===== src/rtl/ffpa_pkg.sv =====
`timescale 1ns / 1ps
package ffpa_pkg;

	localparam int NUM_PAGES  = 64;
	localparam int PAGE_BYTES = 4096;

	localparam int PAGE_SHIFT = $clog2(PAGE_BYTES);
	localparam int PAGE_W     = $clog2(NUM_PAGES);
	localparam int CNT_W      = $clog2(NUM_PAGES + 1);
	localparam int OFF_W      = PAGE_W + PAGE_SHIFT;
	localparam int CFG_W      = 7;
	localparam int FIELD_W    = 32;
	localparam int ALIGN_LOG  = 10;

	localparam int IN_TDATA_W  = 3 * FIELD_W;
	localparam int OUT_TDATA_W = ((OFF_W + 7) / 8) * 8;
	localparam int STATUS_W    = 3;

	localparam logic [STATUS_W-1:0] ST_OK        = 3'd0;
	localparam logic [STATUS_W-1:0] ST_BAD_ALIGN = 3'd1;
	localparam logic [STATUS_W-1:0] ST_NO_SPACE  = 3'd2;
	localparam logic [STATUS_W-1:0] ST_NOT_FOUND = 3'd3;
	localparam logic [STATUS_W-1:0] ST_ZERO_SIZE = 3'd4;

	localparam logic CMD_ALLOC = 1'b0;
	localparam logic CMD_FREE  = 1'b1;

	// Decoded request, as handed from the decoder to the sequencer
	typedef struct packed {
		logic                is_free;
		logic                early;
		logic [STATUS_W-1:0] status;
		logic [CNT_W-1:0]    need;
		logic [PAGE_W-1:0]   amask;
		logic [PAGE_W-1:0]   page;
	} req_t;

endpackage


===== src/rtl/ffpa_ram.sv =====
`timescale 1ns / 1ps
module ffpa_ram #(
	parameter int WIDTH = 8,
	parameter int DEPTH = 64
) (
	input  logic                     clk,
	input  logic                     we,
	input  logic [$clog2(DEPTH)-1:0] waddr,
	input  logic [WIDTH-1:0]         wdata,
	input  logic                     re,
	input  logic [$clog2(DEPTH)-1:0] raddr,
	output logic [WIDTH-1:0]         rdata
);

	logic [WIDTH-1:0] mem_q [DEPTH];
	logic [WIDTH-1:0] rdata_q;

	// Write port and registered read port
	always_ff @(posedge clk) begin
		if (we) begin
			mem_q[waddr] <= wdata;
		end
		if (re) begin
			rdata_q <= mem_q[raddr];
		end
	end

	assign rdata = rdata_q;

endmodule


===== src/rtl/ffpa_decode.sv =====
`timescale 1ns / 1ps
module ffpa_decode (
	input  logic [ffpa_pkg::IN_TDATA_W-1:0] tdata,
	input  logic                            cmd,
	input  logic [ffpa_pkg::CNT_W-1:0]      limit,
	output ffpa_pkg::req_t                  req
);
	import ffpa_pkg::*;

	logic [FIELD_W-1:0]          size_b;
	logic [FIELD_W-1:0]          align_b;
	logic [FIELD_W-1:0]          off_b;
	logic [FIELD_W:0]            need_sum;
	logic [FIELD_W-PAGE_SHIFT:0] need_full;
	logic                        bad_align;
	logic                        free_bad;

	assign size_b  = tdata[FIELD_W-1:0];
	assign align_b = tdata[2*FIELD_W-1:FIELD_W];
	assign off_b   = tdata[3*FIELD_W-1:2*FIELD_W];

	// Round size up to whole pages
	assign need_sum  = {1'b0, size_b} + (FIELD_W + 1)'(PAGE_BYTES - 1);
	assign need_full = need_sum[FIELD_W:PAGE_SHIFT];

	// Alignment must be zero or a power of two of at least 1 KiB
	assign bad_align = (align_b[ALIGN_LOG-1:0] != '0)
		|| ((align_b & (align_b - FIELD_W'(1))) != '0);

	// Free offset must be page aligned and inside the page range
	assign free_bad = (off_b[PAGE_SHIFT-1:0] != '0) || (off_b[FIELD_W-1:OFF_W] != '0);

	always_comb begin
		req.is_free = (cmd == CMD_FREE);
		req.need    = need_full[CNT_W-1:0];
		req.page    = off_b[OFF_W-1:PAGE_SHIFT];
		// Page index bit i must be zero when alignment is at least 2^(i+1) pages
		for (int i = 0; i < PAGE_W; i++) begin
			req.amask[i] = ((align_b >> (i + PAGE_SHIFT + 1)) != '0);
		end
		req.early  = 1'b0;
		req.status = ST_OK;
		if (cmd == CMD_FREE) begin
			if (free_bad) begin
				req.early  = 1'b1;
				req.status = ST_NOT_FOUND;
			end
		end else if (bad_align) begin
			req.early  = 1'b1;
			req.status = ST_BAD_ALIGN;
		end else if (size_b == '0) begin
			req.early  = 1'b1;
			req.status = ST_ZERO_SIZE;
		end else if (need_full > (FIELD_W - PAGE_SHIFT + 1)'(limit)) begin
			req.early  = 1'b1;
			req.status = ST_NO_SPACE;
		end
	end

endmodule


===== src/rtl/first_fit_page_allocator.sv =====
`timescale 1ns / 1ps
// First-fit page allocator over a heap of NUM_PAGES pages of PAGE_BYTES bytes. A request
// enters on the s_axis channel (tuser 0 allocate, 1 free) and gives one result on m_axis.
// An allocate walks the free map one page per cycle from page 0 with a single run counter,
// scanning at most heap_pages pages (heap_pages capped at NUM_PAGES); rejected requests
// (bad alignment, zero size, oversize, unknown offset) go straight to the result. A free
// reads the run length from the run table and returns one page per cycle. The block
// accepts one request at a time; a result may wait in the output register while the next
// request is being worked, and a finished request holds until that register is taken.
// Writing heap_pages frees all pages at once; no clearing pass follows reset.
module first_fit_page_allocator (
	input  logic                              clk,
	input  logic                              arst_n,
	input  logic                              s_axis_tvalid,
	output logic                              s_axis_tready,
	// tdata: size_bytes [31:0], align_bytes [63:32], free_offset [95:64]
	input  logic [ffpa_pkg::IN_TDATA_W-1:0]   s_axis_tdata,
	// tuser: cmd
	input  logic                              s_axis_tuser,
	output logic                              m_axis_tvalid,
	input  logic                              m_axis_tready,
	// tdata: alloc_offset [17:0], zero fill above
	output logic [ffpa_pkg::OUT_TDATA_W-1:0]  m_axis_tdata,
	// tuser: status
	output logic [ffpa_pkg::STATUS_W-1:0]     m_axis_tuser,
	input  logic                              cfg_valid,
	output logic                              cfg_ready,
	input  logic [ffpa_pkg::CFG_W-1:0]        cfg_data
);
	import ffpa_pkg::*;

	typedef enum logic [2:0] {
		IDLE,
		SCAN,
		FLOAD,
		FSWEEP,
		RESP
	} state_t;

	state_t                state_q;
	logic [CFG_W-1:0]      heap_q;
	logic [NUM_PAGES-1:0]  page_free_q;
	logic [NUM_PAGES-1:0]  run_start_q;
	logic [NUM_PAGES-1:0]  mask_q;
	logic [CNT_W-1:0]      scan_q;
	logic [CNT_W-1:0]      cnt_q;
	logic [CNT_W-1:0]      need_q;
	logic [PAGE_W-1:0]     amask_q;
	logic [PAGE_W-1:0]     cand_q;
	logic [PAGE_W-1:0]     ptr_q;
	logic [CNT_W-1:0]      len_q;
	logic [STATUS_W-1:0]   res_status_q;
	logic [OFF_W-1:0]      res_off_q;
	logic                  m_valid_q;
	logic [STATUS_W-1:0]   m_status_q;
	logic [OFF_W-1:0]      m_off_q;

	logic [CNT_W-1:0]      limit;
	req_t                  req;
	logic                  in_acc;
	logic                  cfg_acc;
	logic [PAGE_W-1:0]     idx;
	logic                  pfree;
	logic                  extend;
	logic [CNT_W-1:0]      cnt_inc;
	logic                  hit;
	logic [PAGE_W-1:0]     cand_next;
	logic [CNT_W-1:0]      rd_len;

	// Saturate the heap size to the page count
	assign limit = (32'(heap_q) > NUM_PAGES) ? CNT_W'(NUM_PAGES) : CNT_W'(heap_q);

	assign cfg_ready     = (state_q == IDLE);
	assign s_axis_tready = (state_q == IDLE) && !cfg_valid;
	assign in_acc        = s_axis_tvalid && s_axis_tready;
	assign cfg_acc       = cfg_valid && cfg_ready;

	ffpa_decode u_decode (
		.tdata (s_axis_tdata),
		.cmd   (s_axis_tuser),
		.limit (limit),
		.req   (req)
	);

	// Shared scan step: extend or restart the current candidate run
	assign idx       = scan_q[PAGE_W-1:0];
	assign pfree     = page_free_q[idx];
	assign extend    = pfree && ((cnt_q != '0) || ((idx & amask_q) == '0));
	assign cnt_inc   = cnt_q + CNT_W'(1);
	assign hit       = (state_q == SCAN) && (scan_q < limit) && extend && (cnt_inc == need_q);
	assign cand_next = (cnt_q == '0) ? idx : cand_q;

	// Run lengths, written on a grant and read on a free
	ffpa_ram #(
		.WIDTH (CNT_W),
		.DEPTH (NUM_PAGES)
	) u_run_pages (
		.clk   (clk),
		.we    (hit),
		.waddr (cand_next),
		.wdata (need_q),
		.re    (in_acc),
		.raddr (req.page),
		.rdata (rd_len)
	);

	// Sequencer, page maps and output register
	always_ff @(posedge clk or negedge arst_n) begin
		if (!arst_n) begin
			state_q     <= IDLE;
			heap_q      <= CFG_W'(NUM_PAGES);
			page_free_q <= '1;
			run_start_q <= '0;
			m_valid_q   <= 1'b0;
		end else begin
			// Drop the result once taken, unless a new one loads in its place
			if (m_valid_q && m_axis_tready && (state_q != RESP)) begin
				m_valid_q <= 1'b0;
			end
			unique case (state_q)
				IDLE: begin
					if (cfg_acc) begin
						heap_q      <= cfg_data;
						page_free_q <= '1;
						run_start_q <= '0;
					end else if (in_acc) begin
						res_status_q <= req.status;
						res_off_q    <= '0;
						need_q       <= req.need;
						amask_q      <= req.amask;
						scan_q       <= '0;
						cnt_q        <= '0;
						mask_q       <= '0;
						ptr_q        <= req.page;
						if (req.early) begin
							state_q <= RESP;
						end else if (req.is_free) begin
							if (run_start_q[req.page]) begin
								state_q <= FLOAD;
							end else begin
								res_status_q <= ST_NOT_FOUND;
								state_q      <= RESP;
							end
						end else begin
							state_q <= SCAN;
						end
					end
				end
				SCAN: begin
					if (scan_q >= limit) begin
						res_status_q <= ST_NO_SPACE;
						state_q      <= RESP;
					end else if (hit) begin
						page_free_q            <= page_free_q
							& ~(mask_q | (NUM_PAGES'(1) << idx));
						run_start_q[cand_next] <= 1'b1;
						res_status_q           <= ST_OK;
						res_off_q              <= {cand_next, {PAGE_SHIFT{1'b0}}};
						state_q                <= RESP;
					end else begin
						scan_q <= scan_q + CNT_W'(1);
						cand_q <= cand_next;
						if (extend) begin
							cnt_q  <= cnt_inc;
							mask_q <= mask_q | (NUM_PAGES'(1) << idx);
						end else begin
							cnt_q  <= '0;
							mask_q <= '0;
						end
					end
				end
				FLOAD: begin
					run_start_q[ptr_q] <= 1'b0;
					len_q              <= rd_len;
					res_status_q       <= ST_OK;
					state_q            <= (rd_len == '0) ? RESP : FSWEEP;
				end
				FSWEEP: begin
					page_free_q[ptr_q] <= 1'b1;
					len_q              <= len_q - CNT_W'(1);
					ptr_q              <= ptr_q + PAGE_W'(1);
					if (len_q == CNT_W'(1) || ptr_q == PAGE_W'(NUM_PAGES - 1)) begin
						state_q <= RESP;
					end
				end
				RESP: begin
					// Hold until the output register is free
					if (!m_valid_q || m_axis_tready) begin
						m_valid_q  <= 1'b1;
						m_status_q <= res_status_q;
						m_off_q    <= res_off_q;
						state_q    <= IDLE;
					end
				end
				default: state_q <= IDLE;
			endcase
		end
	end

	assign m_axis_tvalid = m_valid_q;
	assign m_axis_tuser  = m_status_q;
	assign m_axis_tdata  = OUT_TDATA_W'(m_off_q);

endmodule


===== config.mk =====
export PLATFORM = sky130hd
export DESIGN_NAME = first_fit_page_allocator
export DESIGN_NICKNAME = d
export VERILOG_FILES = /design/src/rtl/ffpa_pkg.sv /design/src/rtl/ffpa_ram.sv /design/src/rtl/ffpa_decode.sv /design/src/rtl/first_fit_page_allocator.sv
export SDC_FILE = /design/constraint.sdc
export NUM_CORES = 1
export LEC_CHECK = 0
export BUFFER_PORTS_ARGS = -buffer_cell sky130_fd_sc_hd__buf_2
export CORE_AREA = 2 2 311 313
export CTS_CLUSTER_DIAMETER = 30
export CTS_CLUSTER_SIZE = 28
export DETAILED_ROUTE_END_ITERATION = 10
export DIE_AREA = 0 0 313 315
export PLACE_DENSITY = 0.53
export REMOVE_ABC_BUFFERS = 1
export SLEW_MARGIN = 20
export SYNTH_ARGS = -nofsm -noshare
export SYNTH_HDL_FRONTEND = slang
export SYNTH_SLANG_ARGS = --single-unit

===== constraint.sdc =====
create_clock -name clk -period 8.3 [get_ports clk]
set_input_delay 0.415 -clock clk [delete_from_list [all_inputs] [get_ports clk]]
set_output_delay 0.415 -clock clk [all_outputs]
set_load 0.1 [all_outputs]

# Yosys cells after proc, flatten, opt, wreduce, memory -nomap -nowiden
# Memories as Yosys holds them, arrays and structs flattened. A register that Yosys moved wholly into a read port is not among the register bits.
# Index checks and enable logic that the tools add are counted.
# totals
register_bits,291
mem_bits_rw,448
output_inout_bits,30
word_cells,186
mem_count,1
# memory_table
name,depth,word_bits,read_ports,rd_ports_with_merged_regs,wr,line_no,rtl
u_run_pages.mem_q,64,7,1,1,1,ffpa_ram.sv:15,logic [WIDTH-1:0] mem_q [DEPTH];
# op_classes
n_bitwise,12
reduce_logical,51
mux,71
n_shift,1
order_cmp,10
n_addsub,6
n_eq_ne,17
# op_table
operator,count
$mux W64,11
$pmux W64 S3,2
$reduce_bool A32 Y1,7
$or A64 B64 Y64,3
$and A64 B64 Y64,2
$not A64 Y64,2
$pmux W64 S2,1
$mux W18,4
$shl A1 B6 Y64 const A,1
$mux W7,8
$mux W3,17
$pmux W7 S2,3
$pmux W18 S2,1
$add A32 B12 Y33 const B,1
$and A32 B32 Y32,1
$logic_not A32 Y1,1
$sub A32 B1 Y32 const B,1
$lt A6 B7 Y1 const B,4
$gt A21 B7 Y1,1
$mux W4,5
$reduce_and A4 Y1,5
$mux W6,3
$pmux W3 S5,1
$add A7 B1 Y7 const B,2
39 further kinds,81

# Logic depth before layout (Yosys ltp)
# depth
ltp_word,13
ltp_mapped,14

# By module
# From an unflattened synthesis, not the netlist that was laid out.
# hier_totals
cells_unflattened,2351
hier_area_um2,32861.5
# modules_own_cells
mod,cells_each,instances,area_per_inst_um2
ffpa_ram,859,1,17767.0
first_fit_page_allocator,1350,1,14189.9
ffpa_decode,142,1,904.6

# Worst setup path before layout
# Ideal clock, no wire load.
# synth_timing
path_type,register to register
from,register state_q[2]
to,register cnt_q[0] (enable)
required_time_ps,7690
slack_ps,-346
t_arrival_ps,8035
path_stages_with_launch,9
path_cell_list,dfrtp_1 -> clkbuf_1 -> inv_1 -> nand2_1 -> nor2_1 -> nand2_1 -> inv_1 -> a21oi_1 -> nor3_1
# synth_via
word_cells_on_any_way,14
classes_between,5 x eq/ne; 9 x reduce/logical
# synth_lines
element,line_no,rtl
start: declaration,first_fit_page_allocator.sv:40,state_t state_q;
start signal: assignment,first_fit_page_allocator.sv:176,state_q <= (rd_len == '0) ? RESP : FSWEEP;
$logic_not A3 Y1,first_fit_page_allocator.sv:74,assign s_axis_tready = (state_q == IDLE) && !cfg_valid;
$logic_and A1 B1 Y1,first_fit_page_allocator.sv:74,
named net s_axis_tready,first_fit_page_allocator.sv:15,"output logic s_axis_tready,"
$logic_and A1 B1 Y1,first_fit_page_allocator.sv:75,assign in_acc = s_axis_tvalid && s_axis_tready;
named net in_acc,first_fit_page_allocator.sv:60,logic in_acc;
$ne A2 B1 Y1 (no line),n/a,
$reduce_and A6 Y1 (no line),n/a,
end signal: assignment,first_fit_page_allocator.sv:164,cnt_q <= cnt_inc;
end: declaration,first_fit_page_allocator.sv:46,logic [CNT_W-1:0] cnt_q;
# The timed path passes the listed nets, and every way through them passes these cells.
# A chain may end at the register's enable or synchronous reset.

# Final worst setup path
# layout_timing
from,register scan_q[3]
to,memory u_run_pages.mem_q[62][3] in the netlist's numbering (enable)
# layout_via
elab_chain_len,8
word_cells_on_any_way,13
classes_between,1 x order compare; 5 x mux; 1 x bitwise; 6 x reduce/logical
# layout_lines
element,line_no,rtl
start: declaration,first_fit_page_allocator.sv:45,logic [CNT_W-1:0] scan_q;
start signal: assignment,first_fit_page_allocator.sv:161,scan_q <= scan_q + CNT_W'(1);
"parallel branches: the longest is 8 deep, another holds $bmux W1 S6",n/a,
end: declaration,ffpa_ram.sv:15,
# Several ways; the timed one is not identified. The select of a mux whose other input is x is not followed.

==> qor.yml <==
outcome: "complete, no violations"
synth-async-reset-ratio: 0.193
maxCapViolCount: 0
rows: 114
power_frac_clock: 0.538
num_vias: 20500
cts_buffers: 147
worstPathArrival_ns: 5.15
place_congestion: 0.926
synth-main-ff-cell: "edfxtp_1"
finalCritPeriodShare: 0.578
cts_tree: "built"
io_pins: 139
avgSynthCellArea_sq_um: 14.9
grt_usage: 0.189
hold_path.class: "input pin to flop"
fmax_mhz: 208
p_sw_uw: 2730
layout_setup_ws_ns: 3.50
dr.pass1.iters: 6
crit_top_cell: "buf_4"
start_util: 0.337
antenna_found_initial: 1
wl_um: 93700
busiest_layer: "met2"
grt_max_degree: 79
post_cts_resized: 0
dieArea_sq_mm: 0.0986
path_clk_slew_ns: 0.05
r2r_setup_slack_ns: 3.50
n_fill_cell: 8672
path_cells: "buf_4, nor2b_1, a22o_1, nor4_1, a2111o_1, a211oi_4, buf_4, nand3_1, nor2_1"
synth_cells: 2165
setup_violations: 0
yosys-top-cells-area: "edfxtp_1 54%, mux4_2 13%, dfrtp_1 5.7%, dfstp_2 5.3%, a21oi_1 2.9%"
synth-seq-cells: 722
core_sq_mm: 0.0957
use_met3: 0.0376
drive_gt1_frac: 0.273
use_met1: 0.254
synth_top_cell_by_area: "edfxtp_1"
die_w_um: 313
final_cell_area_sq_mm: 0.0393
p_leak_uw: 0.0135
min_period_ns: 4.80
worstPathRequired_ns: 8.65
start_kind: "flop"
syn2layout_area_growth_pct: 21.9
worst_hold_slack_ns: 0.0645
layout_commonest_cell: "edfxtp_1"
rsz0062_at_grt: "no"
switching_share: 0.254
yosys_warnings: 0
clock_sinks: 722
grt-ovfl-total: 0
die_h_um: 315
synth_area_sq_mm: 0.0322
setup_tns_ns: 0
cp.buffers_inverters: 2
crit_type: "flop to flop"
drcViolationCount: 0
ys_seq_area_frac: 0.654
place_area_sq_mm: 0.0342
p_int_uw: 8030
synth_top_area_frac: 0.543
grt_pass1_wl_um: 139000
crit_path_max_incr_delay_ns: 0.88
slew_violations: 0
grt_use_met2: 0.310
dpl.hpwl_um: 60700
grt_pass1_vias: 20900
viasPerCell: 5.48
drt_iter0_drc: 2171
cp_slowest_cell: "nor2b_1"
final_cell_mix: "583 x edfxtp_1, 190 x nor2_1, 184 x a21oi_1"
cp_max_fo: 45
route.antenna.remaining_nets: 0
end_kind: "flop"
fin_nets: 2480
root_buffer: "clkbuf_16"
hold_violations: 0
drt-wirelength-per-cell_um: 25.0
synth_enable_flop_cells: 583
slew_headroom: 0.225
pre_cts_ws_ns: 3.49
cts_max_path_buffers: 3
combPwrFrac: 0.087
crit_family: "simple AND/OR/NAND/NOR gates"
pwr-share-seq: 0.375
worstMarginPinSlew_ns: 1.16
ir_drop_uv: 177
htreeDepth: 4
io_buffer_count: 120
skew_ns: 0.0417
clk_latency_ns: 0.74
final_util: 0.410
yosysUniqueCellTypes: 72
p_per_area_mw_per_mm2: 274
## power groups by stage
stage | sequential, uW | clock (uW) | combinational [uW]
CTS | 4030 | 5860 | 942
detailed placement | 4090 | 0 | 936
global placement | 4090 | 0 | 925
floorplan | 4150 | 0 | 539
finish | 4030 | 5790 | 940
global route | 4030 | 6050 | 1010
## worst reg2reg max path, stage by stage (launching register included)
cell and delay (ns):
edfxtp_1 0.51, buf_4 0.38, nor2b_1 0.89, a22o_1 0.26
nor4_1 0.06, a2111o_1 0.41, a211oi_4 0.24, buf_4 0.47
nand3_1 0.59, nor2_1 0.63
## area by class of cell
cell class	instances	area, sq um	share of cell area
antenna	1	2.50	0.0000637
clock buffer	173	3820	0.0972
clock inverter	100	1170	0.0299
inverter	63	236	0.00602
multi-input combinational	1245	10400	0.264
sequential	722	21100	0.536
tap	1276	1600	0.0407
timing repair buffer	167	1010	0.0257
## state kept, by name, indices dropped and copies added (netlist names), 64 cells and up
register	flops
mask_q	64
page_free_q	64
run_start_q	64
u_run_pages.mem_q	448
## cells in the mapped netlist (16+ instances only)
cell type / number
ha_1: 25
dfrtp_1: 74
nand2_1: 128
a21oi_1: 184
and3_1: 25
dfstp_2: 65
mux4_2: 180
buf_1: 16
nand3_1: 35
buf_4: 19
nor3_1: 24
nand2b_1: 28
nor2b_1: 17
clkbuf_1: 108
o21ai_0: 30
nor2_1: 191
a31oi_1: 45
edfxtp_1: 583
mux2i_1: 23
o31ai_1: 24
xnor2_1: 19
o22a_1: 64
inv_1: 58
nand4_1: 30
nor4_1: 21
## worst paths after layout
check | startpoint | to | cells past startpoint
max in group asynchronous | arst_n | run_start_q[18] | 4
max | scan_q[3] | u_run_pages.mem_q[62][3] | 9
min in group asynchronous | arst_n | m_axis_tvalid | 2
min reg2reg | res_off_q[12] | m_off_q[12] | 0
min | s_axis_tdata[49] | amask_q[0] | 3
max reg2reg | scan_q[3] | u_run_pages.mem_q[62][3] | 9
## metal layers
metal / share of wire / wire (um)
met2: 0.48 / 45300
met4: 0.024 / 2250
met5: 0.00014 / 13
met1: 0.42 / 39600
met3: 0.068 / 6400
## cell families after synthesis
family | after synthesis | share of synthesized area
mux | 212 | 0.136
simple gates | 550 | 0.0816
other cells | 1 | 0.000116
fa+ha+maj | 25 | 0.00971
compound gates | 409 | 0.0811
buf+inv | 215 | 0.0280
xor+xnor | 31 | 0.00971
flops | 722 | 0.654
## through the flow
step / power, uW / instances
detailed placement: 5030 / 3463
global placement: 5020 / 3463
finish: 10800 / 3747
floorplan: 4690 / 2030
CTS: 10800 / 3746
global route: 11100 / 3746
## timing repair
action                                 CTS  global route
setup buffers                            0             0
endpoints found under the hold margin   37             0
hold buffers                            10             0
Note: power is estimated with default switching activity, not from simulation.
